===== config.mk =====
export PLATFORM = sky130hd
export DESIGN_NAME = info_frame_receiver_destuffer_core
export DESIGN_NICKNAME = d
export VERILOG_FILES = /design/src/rtl/core/ifr_pkg.sv /design/src/rtl/core/info_frame_receiver_destuffer_core.sv /design/src/rtl/core/ifr_in_reg.sv /design/src/rtl/core/ifr_deframer.sv /design/src/rtl/core/ifr_out_reg.sv
export SDC_FILE = /design/constraint.sdc
export NUM_CORES = 1
export LEC_CHECK = 0
export ABC_AREA = 1
export BUFFER_PORTS_ARGS = -buffer_cell sky130_fd_sc_hd__buf_2
export CAP_MARGIN = 20
export CORE_UTILIZATION = 25
export CTS_CLUSTER_SIZE = 28
export DETAILED_ROUTE_END_ITERATION = 10
export PLACE_DENSITY = 0.47
export SYNTH_ARGS = -nofsm -noshare
export SYNTH_HDL_FRONTEND = slang
export SYNTH_SLANG_ARGS = --single-unit

===== constraint.sdc =====
create_clock -name clk -period 3.32 [get_ports clk]
set_input_delay 0.166 -clock clk [delete_from_list [all_inputs] [get_ports clk]]
set_output_delay 0.166 -clock clk [all_outputs]
set_load 0.02 [all_outputs]

===== src/rtl/core/ifr_pkg.sv =====
// ----------------------------------------------------------------------------
// ifr_pkg
// Shared types and byte codes for the info frame receiver / destuffer.
// ----------------------------------------------------------------------------
package ifr_pkg;

  localparam logic [7:0] FLAG_BYTE = 8'h7E;
  localparam logic [7:0] ESC_BYTE  = 8'h7D;
  localparam logic [7:0] ESC_FLAG  = 8'h5E;
  localparam logic [7:0] ESC_ESC   = 8'h5D;
  localparam logic [7:0] ADDR_BYTE = 8'h03;
  localparam logic [7:0] CTRL_I0   = 8'h00;
  localparam logic [7:0] CTRL_I1   = 8'h40;
  localparam logic [7:0] RR_0      = 8'h05;
  localparam logic [7:0] RR_1      = 8'h85;
  localparam logic [7:0] REJ_0     = 8'h01;
  localparam logic [7:0] REJ_1     = 8'h81;

  localparam logic [15:0] MAX_PAYLOAD_RESET = 16'd1000;

  typedef enum logic [2:0] {
    HS_START = 3'd0,
    HS_FLAG  = 3'd1,
    HS_ADDR  = 3'd2,
    HS_CTRL  = 3'd3,
    HS_DATA  = 3'd4
  } hunt_state_t;

  typedef enum logic [1:0] {
    KIND_PAYLOAD  = 2'd0,
    KIND_ACCEPT   = 2'd1,
    KIND_REJECT   = 2'd2,
    KIND_OVERFLOW = 2'd3
  } kind_t;

  typedef struct packed {
    kind_t       kind;
    logic [7:0]  data_byte;
    logic [7:0]  reply_control;
    logic        frame_sequence;
    logic [15:0] payload_length;
  } ifr_result_t;

endpackage


===== src/rtl/core/info_frame_receiver_destuffer_core.sv =====
// ----------------------------------------------------------------------------
// info_frame_receiver_destuffer_core
// Byte-stuffed information frame receiver: header hunt, destuffing, check.
// ----------------------------------------------------------------------------
// A line byte is registered in the input register; the result that it yields,
//   if any, is then registered in the result register.
// Throughput: one line byte per cycle while results are taken; while a result
//   waits, one more byte enters the input register, then the input stalls.
// Reset (rst, synchronous): hunt for a flag, expected sequence 1, byte limit
//   1000, both registers empty.
// ----------------------------------------------------------------------------
module info_frame_receiver_destuffer_core import ifr_pkg::*; (
  input  logic        clk,
  input  logic        rst,
  // Configuration: max_payload_bytes
  input  logic        cfg_valid,
  output logic        cfg_ready,
  input  logic [15:0] cfg_data,
  // Line byte requests
  input  logic        s_tvalid,
  output logic        s_tready,
  input  logic [7:0]  s_tdata,   // [7:0] rx_byte
  // Result requests
  output logic        m_tvalid,
  input  logic        m_tready,
  output logic [39:0] m_tdata,   // [7:0] data_byte, [15:8] reply_control,
                                 // [16] frame_sequence, [32:17] payload_length,
                                 // [39:33] zero
  output logic [1:0]  m_tuser    // [1:0] kind
);

  logic        in_held;
  logic [7:0]  in_byte;
  logic        advance;
  logic        res_valid;
  ifr_result_t res;
  ifr_result_t res_out;

  // Always taken; user sends configuration only while block idle; not enforced.
  assign cfg_ready = 1'b1;

  // Advance the held byte whenever the result register can take a result.
  assign advance = in_held && (!m_tvalid || m_tready);

  ifr_in_reg u_in_reg (
    .clk       (clk),
    .rst       (rst),
    .in_valid  (s_tvalid),
    .in_ready  (s_tready),
    .in_byte   (s_tdata),
    .advance   (advance),
    .held      (in_held),
    .held_data (in_byte)
  );

  ifr_deframer u_deframer (
    .clk       (clk),
    .rst       (rst),
    .cfg_write (cfg_valid && cfg_ready),
    .cfg_value (cfg_data),
    .step      (advance),
    .rx_byte   (in_byte),
    .res_valid (res_valid),
    .res       (res)
  );

  // Load a result only for bytes that produce one.
  ifr_out_reg u_out_reg (
    .clk       (clk),
    .rst       (rst),
    .load      (advance && res_valid),
    .res_in    (res),
    .out_valid (m_tvalid),
    .out_ready (m_tready),
    .res_out   (res_out)
  );

  assign m_tdata = {7'd0, res_out.payload_length, res_out.frame_sequence,
                    res_out.reply_control, res_out.data_byte};
  assign m_tuser = res_out.kind;

  // Input side stalls only behind a full, stalled result register.
  a_stall_cause: assert property (@(posedge clk) disable iff (rst)
    !s_tready |-> (m_tvalid && !m_tready))
    else $error("input stalled without a stalled result");

  // Result register is empty right after reset.
  a_reset_empty: assert property (@(posedge clk)
    rst |=> !m_tvalid)
    else $error("result valid right after reset");

  // Payload results carry no reply and no length.
  a_payload_clean: assert property (@(posedge clk) disable iff (rst)
    (m_tvalid && m_tuser == KIND_PAYLOAD) |->
      (m_tdata[15:8] == 8'd0 && m_tdata[32:17] == 16'd0))
    else $error("payload result with reply or length");

  // An accepted frame always answers with a receiver-ready code.
  a_accept_rr: assert property (@(posedge clk) disable iff (rst)
    (m_tvalid && m_tuser == KIND_ACCEPT) |->
      (m_tdata[15:8] == RR_0 || m_tdata[15:8] == RR_1))
    else $error("accept without RR reply");

endmodule


===== src/rtl/core/ifr_in_reg.sv =====
// ----------------------------------------------------------------------------
// ifr_in_reg
// Input register: holds one received line byte until the deframer takes it.
// ----------------------------------------------------------------------------
module ifr_in_reg import ifr_pkg::*; (
  input  logic       clk,
  input  logic       rst,
  input  logic       in_valid,
  output logic       in_ready,
  input  logic [7:0] in_byte,
  input  logic       advance,
  output logic       held,
  output logic [7:0] held_data
);

  logic       valid;
  logic [7:0] data;

  assign in_ready  = !valid || advance;
  assign held      = valid;
  assign held_data = data;

  always_ff @(posedge clk) begin
    if (rst) begin
      valid <= 1'b0;
    end else if (in_ready) begin
      valid <= in_valid;
    end
  end

  always_ff @(posedge clk) begin
    if (in_valid && in_ready) begin
      data <= in_byte;
    end
  end

endmodule


===== src/rtl/core/ifr_deframer.sv =====
// ----------------------------------------------------------------------------
// ifr_deframer
// Header hunt, destuffing, running check and hold-back of the check byte.
// ----------------------------------------------------------------------------
module ifr_deframer import ifr_pkg::*; (
  input  logic        clk,
  input  logic        rst,
  input  logic        cfg_write,
  input  logic [15:0] cfg_value,
  input  logic        step,
  input  logic [7:0]  rx_byte,
  output logic        res_valid,
  output ifr_result_t res
);

  hunt_state_t state, state_next;
  logic        escape_pending, escape_pending_next;
  logic        seq, seq_next;
  logic [7:0]  check_acc, check_acc_next;
  logic [15:0] byte_count, byte_count_next;
  logic [7:0]  held_byte, held_byte_next;
  logic        held_valid, held_valid_next;
  logic        expected_nr, expected_nr_next;
  logic [15:0] max_payload;

  logic        take;
  logic [7:0]  take_value;
  logic [7:0]  take_part;
  logic [7:0]  rej_code;

  assign rej_code = expected_nr ? REJ_1 : REJ_0;

  always_ff @(posedge clk) begin
    if (rst) begin
      max_payload <= MAX_PAYLOAD_RESET;
    end else if (cfg_write) begin
      max_payload <= cfg_value;
    end
  end

  always_ff @(posedge clk) begin
    if (rst) begin
      state          <= HS_START;
      escape_pending <= 1'b0;
      seq            <= 1'b0;
      check_acc      <= '0;
      byte_count     <= '0;
      held_byte      <= '0;
      held_valid     <= 1'b0;
      expected_nr    <= 1'b1;
    end else if (step) begin
      state          <= state_next;
      escape_pending <= escape_pending_next;
      seq            <= seq_next;
      check_acc      <= check_acc_next;
      byte_count     <= byte_count_next;
      held_byte      <= held_byte_next;
      held_valid     <= held_valid_next;
      expected_nr    <= expected_nr_next;
    end
  end

  always_comb begin
    state_next          = state;
    escape_pending_next = escape_pending;
    seq_next            = seq;
    check_acc_next      = check_acc;
    byte_count_next     = byte_count;
    held_byte_next      = held_byte;
    held_valid_next     = held_valid;
    expected_nr_next    = expected_nr;
    take                = 1'b0;
    take_value          = rx_byte;
    take_part           = rx_byte;
    res_valid           = 1'b0;
    res                 = '0;
    res.frame_sequence  = seq;

    case (state)
      HS_START: begin
        if (rx_byte == FLAG_BYTE) state_next = HS_FLAG;
      end
      HS_FLAG: begin
        if (rx_byte != FLAG_BYTE) begin
          state_next = (rx_byte == ADDR_BYTE) ? HS_ADDR : HS_START;
        end
      end
      HS_ADDR: begin
        if (rx_byte == FLAG_BYTE) begin
          state_next = HS_FLAG;
        end else if (rx_byte == CTRL_I0 || rx_byte == CTRL_I1) begin
          seq_next   = (rx_byte == CTRL_I1);
          state_next = HS_CTRL;
        end else begin
          state_next = HS_START;
        end
      end
      HS_CTRL: begin
        if (rx_byte == FLAG_BYTE) begin
          state_next = HS_FLAG;
        end else if (rx_byte != (ADDR_BYTE ^ (seq ? CTRL_I1 : CTRL_I0))) begin
          state_next = HS_START;
        end else begin
          state_next          = HS_DATA;
          escape_pending_next = 1'b0;
          check_acc_next      = '0;
          byte_count_next     = '0;
          held_byte_next      = '0;
          held_valid_next     = 1'b0;
        end
      end
      HS_DATA: begin
        if (rx_byte == FLAG_BYTE) begin
          // Closing flag: judge the frame, check byte included.
          state_next          = HS_START;
          escape_pending_next = 1'b0;
          held_valid_next     = 1'b0;
          res_valid           = 1'b1;
          if (byte_count != '0 && check_acc == '0) begin
            res.kind           = KIND_ACCEPT;
            res.reply_control  = expected_nr ? RR_1 : RR_0;
            res.payload_length = byte_count - 16'd1;
            expected_nr_next   = !expected_nr;
          end else begin
            res.kind          = KIND_REJECT;
            res.reply_control = rej_code;
          end
        end else if (byte_count >= max_payload) begin
          // Drop the byte and the frame.
          state_next          = HS_START;
          escape_pending_next = 1'b0;
          held_valid_next     = 1'b0;
          res_valid           = 1'b1;
          res.kind            = KIND_OVERFLOW;
          res.reply_control   = rej_code;
        end else if (rx_byte == ESC_BYTE) begin
          escape_pending_next = 1'b1;
        end else if (escape_pending) begin
          escape_pending_next = 1'b0;
          if (rx_byte == ESC_FLAG) begin
            take       = 1'b1;
            take_value = FLAG_BYTE;
            take_part  = ESC_BYTE ^ ESC_FLAG;
          end else if (rx_byte == ESC_ESC) begin
            take       = 1'b1;
            take_value = ESC_BYTE;
            take_part  = ESC_BYTE ^ ESC_ESC;
          end
        end else begin
          take = 1'b1;
        end

        if (take) begin
          check_acc_next  = check_acc ^ take_part;
          byte_count_next = byte_count + 16'd1;
          held_byte_next  = take_value;
          held_valid_next = 1'b1;
          if (held_valid) begin
            res_valid     = 1'b1;
            res.kind      = KIND_PAYLOAD;
            res.data_byte = held_byte;
          end
        end
      end
      default: begin
        state_next = HS_START;
      end
    endcase
  end

endmodule


===== src/rtl/core/ifr_out_reg.sv =====
// ----------------------------------------------------------------------------
// ifr_out_reg
// Result register: holds one result until the downstream side takes it.
// ----------------------------------------------------------------------------
module ifr_out_reg import ifr_pkg::*; (
  input  logic        clk,
  input  logic        rst,
  input  logic        load,
  input  ifr_result_t res_in,
  output logic        out_valid,
  input  logic        out_ready,
  output ifr_result_t res_out
);

  logic        valid;
  ifr_result_t data;

  assign out_valid = valid;
  assign res_out   = data;

  always_ff @(posedge clk) begin
    if (rst) begin
      valid <= 1'b0;
    end else if (load) begin
      valid <= 1'b1;
    end else if (out_ready) begin
      valid <= 1'b0;
    end
  end

  always_ff @(posedge clk) begin
    if (load) begin
      data <= res_in;
    end
  end

endmodule

==> results.ini <==
[cts]
clockRootBuffer = clkbuf_16
cts_setup_buffers = 0
htree_levels = 3
hold_buffers = 8
worstSkewPairLatency_ns = 0.35
ctsResizeCount = 0
cts_made_buffers = 9
cts-root-to-sink-buffers = 2
clk_transition_reported_paths_ns = 0.07
clock_sink_count = 95
cts_tree = yes

[power]
p_sw_w = 0.000537
p_int_w = 0.00195
leakage_power_summed_over_all_cells_nw = 2.51
comb_power_share = 0.054
power_per_cell_area_nw_per_um2 = 419
power.share.clock = 0.446
ir_drop_mv = 0.226
power_consumption_w = 0.00249
switching_share = 0.216
seq_power_share = 0.500

[hold_path]
worst_hold_path_type = in -> reg

[drt]
route.vias.total = 4182
route.detailed.wl_per_inst_um = 12.5
drt_first_iter_violations = 275
drt-total-wl_um = 12400
drt_pass1_iterations = 4
vias_per_cell = 4.21
drcViolationCount = 0
ant_nets = 0

[global_route]
antenna_found_initial = 0
globalRouteOverflowTotal = 0
first_global_vias = 3884
first_pass_grt_wire_length_um = 20300
grt_most_used_layer = met1
grt_use_total = 0.130
grt_max_degree = 32
met3_usage = 0.0227
groute.layer.met1.usage = 0.188
met2_grt_util = 0.187

[timing]
timing_worst_slew_pin_value_ns = 0.571
final-hold-violation-count = 0
finalMaxSlewViolations = 0
post-route-period-util = 0.746
rsz_0062_raised_after_global_routing = false
post-route-min-period_ns = 2.48
slew_headroom = 0.618
finClkSkew_ns = 0.00694
achievable-frequency_mhz = 404
setup_tns_ns = 0
report.final.setup_viol = 0

[final_layout]
insertedDiodeCount = 0
area_growth_from_synthesis_to_final_layout_pct = 19.1
final-instance-count-excl-fill = 993
nets = 771
layout-drive-gt1-share = 0.133

[synthesis]
synth_cells = 656
fraction_of_the_mapped_netlist_area_in_compound_gates = 0.117
main_combinational_cell_family_by_area_after_synthesis = simple AND/OR/NAND/NOR gates
synth-simple-area-share = 0.251
ys_top_cells_by_area = dfxtp_1, edfxtp_1, nand2_1
synth-adder-area-share = 0.0476
synth.avg_cell_area_um2 = 7.62
yosys_warnings = 0
syn-cell-area_um2 = 5000
ys_seq_elements = 95
yosysTopAreaCellShare = 0.228
yosys.area_share.xor_xnor = 0.0228
post_synth_num_cell_types = 31
synth-seq-area-share = 0.457
largest_area_contributor_in_the_netlist = dfxtp_1
share_of_synthesized_area_spent_on_multiplexers = 0

[setup_path]
cp.arrival_ns = 2.72
crit_path_start_kind = flip-flop
critPathMaxFanout = 31
setup.worst_path.end_class = flip-flop
critPathKind = reg -> reg
required_ns = 3.56

[floorplan]
die-height_um = 143
boundaryPins = 74
initial_utilization = 0.256
row_count = 51
placeable_core_region_um2 = 19500
die_w_um = 143
dieArea_um2 = 20600

[placement]
dp.final_hpwl_um = 9430
dp_cells = 969
gp_congestion = 0.789
numPortBuffers = 60

[status]
outcome = completed

[run]
timing.max_cap.violations = 0

[synth_stat cells (all sizes together)]
master,n
clkbuf,12
xor2,9
nand2,125
dfxtp,57
o21a,1
conb,2
nor4,1
o31ai,1
nor3b,4
buf,24
o221ai,1
edfxtp,38
a21oi,71
or3,1
xnor2,4
inv,81
o21ai,39
nor2,93
ha,19
nand3,57
nand4,7
nor3,9
[worst max-delay path, stage by stage (launching register included)]
cell and delay (ns):
dfxtp_1 0.53, ha_1 0.30, nand2_1 0.06, inv_1 0.04, nand2_1 0.06, a21oi_1 0.06
nor2_1 0.23, nand3_1 0.12, nand2_1 0.09, buf_4 0.32, nand2_1 0.12, buf_4 0.21
o21ai_0 0.18, nor2_1 0.05
[per-stage QoR]
stage	worst slack, ns	hold WS (ns)	area [um^2]	util
after floorplan	0.762	0.265	5040	-
after global placement	0.876	0.346	5550	0.284
after detailed placement	0.822	0.347	5550	0.284
after CTS	0.813	0.0184	5950	0.305
after global routing	0.511	0.0281	5950	0.305
final	0.844	0.0335	5950	0.305
[layer usage]
layer,vias to the layer above,routed length (um)
met4,0,249
li1,2251,-
met5,-,0
met2,91,5040
met1,1827,6530
met3,13,550
[final timing paths]
| kind | cells past startpoint | slack (ns) | start | end |
|---|---|---|---|---|
| min reg2reg | 2 | 0.47 | u_deframer.held_byte[5] | u_deframer.held_byte[5] |
| max | 13 | 0.84 | u_deframer.byte_count[10] | u_deframer.held_byte[0] |
| max reg2reg | 13 | 0.84 | u_deframer.byte_count[10] | u_deframer.held_byte[0] |
| min | 3 | 0.03 | cfg_data[8] | u_deframer.max_payload[8] |
[sequential cells by signal, summed over array words and instances (netlist names)]
register and cells:
u_deframer.byte_count 16, u_deframer.check_acc 8, u_out_reg.res_out 30, u_deframer.escape_pending 1, u_in_reg.held_data 8, u_deframer.expected_nr 1, u_deframer.seq 1, u_deframer.state 3
u_deframer.max_payload 16, u_out_reg.out_valid 1, u_deframer.held_valid 1, u_deframer.held_byte 8, u_in_reg.held 1
[placed cells by master (no fill, tap or decap)]
cell | synthesis | routed
o21a_1 | 1 | 1
edfxtp_1 | 38 | 38
nor4_1 | 1 | 1
nor3b_1 | 4 | 4
dlygate4sd3_1 | 0 | 8
nand2_2 | 1 | 1
or3_1 | 1 | 1
a21oi_4 | 1 | 1
inv_1 | 77 | 77
o31ai_1 | 1 | 1
nor2_2 | 4 | 4
xor2_1 | 9 | 9
bufinv_16 | 0 | 2
clkinv_2 | 0 | 1
buf_2 | 6 | 60
xnor2_1 | 4 | 4
clkbuf_1 | 12 | 2
clkbuf_16 | 0 | 9
nand3_1 | 57 | 57
nor3_2 | 1 | 1
clkinv_1 | 0 | 1
a21oi_1 | 70 | 70
inv_2 | 4 | 4
buf_4 | 15 | 13
nor3_1 | 8 | 8
clkbuf_8 | 0 | 1
o221ai_1 | 1 | 1
nand4_1 | 7 | 7
ha_1 | 19 | 19
o21ai_0 | 37 | 37
nor2_1 | 89 | 89
nand2_1 | 124 | 124
dfxtp_1 | 57 | 57
conb_1 | 2 | 13
o21ai_1 | 2 | 2
[logic make-up (layout without fill, tap and decap cells)]
kind of cell	Yosys count	after routing
compound gates	113	113
xor+xnor	13	13
fa+ha+maj	19	19
buf+inv	117	178
flops	95	95
other cells	2	13
simple gates	297	297
[power groups by stage]
stage	Sequential (W)	Clock (W)	Combinational, W
2_1_floorplan	0.00127	0	0.0000966
3_3_place_gp	0.00127	0	0.000130
3_5_place_dp	0.00127	0	0.000129
4_1_cts	0.00125	0.00115	0.000137
5_1_grt	0.00125	0.00120	0.000155
6_report	0.00125	0.00111	0.000134
[area by class of cell]
class,instances,area (um^2)
fillers,2157,13600
inverters,81,304
clock buffers,12,246
multi-input cells,455,2240
clock inverters,4,68.8
repair buffers,81,478
flip-flops and latches,95,2280
well taps,265,332
(Power assumes the default switching activity.)
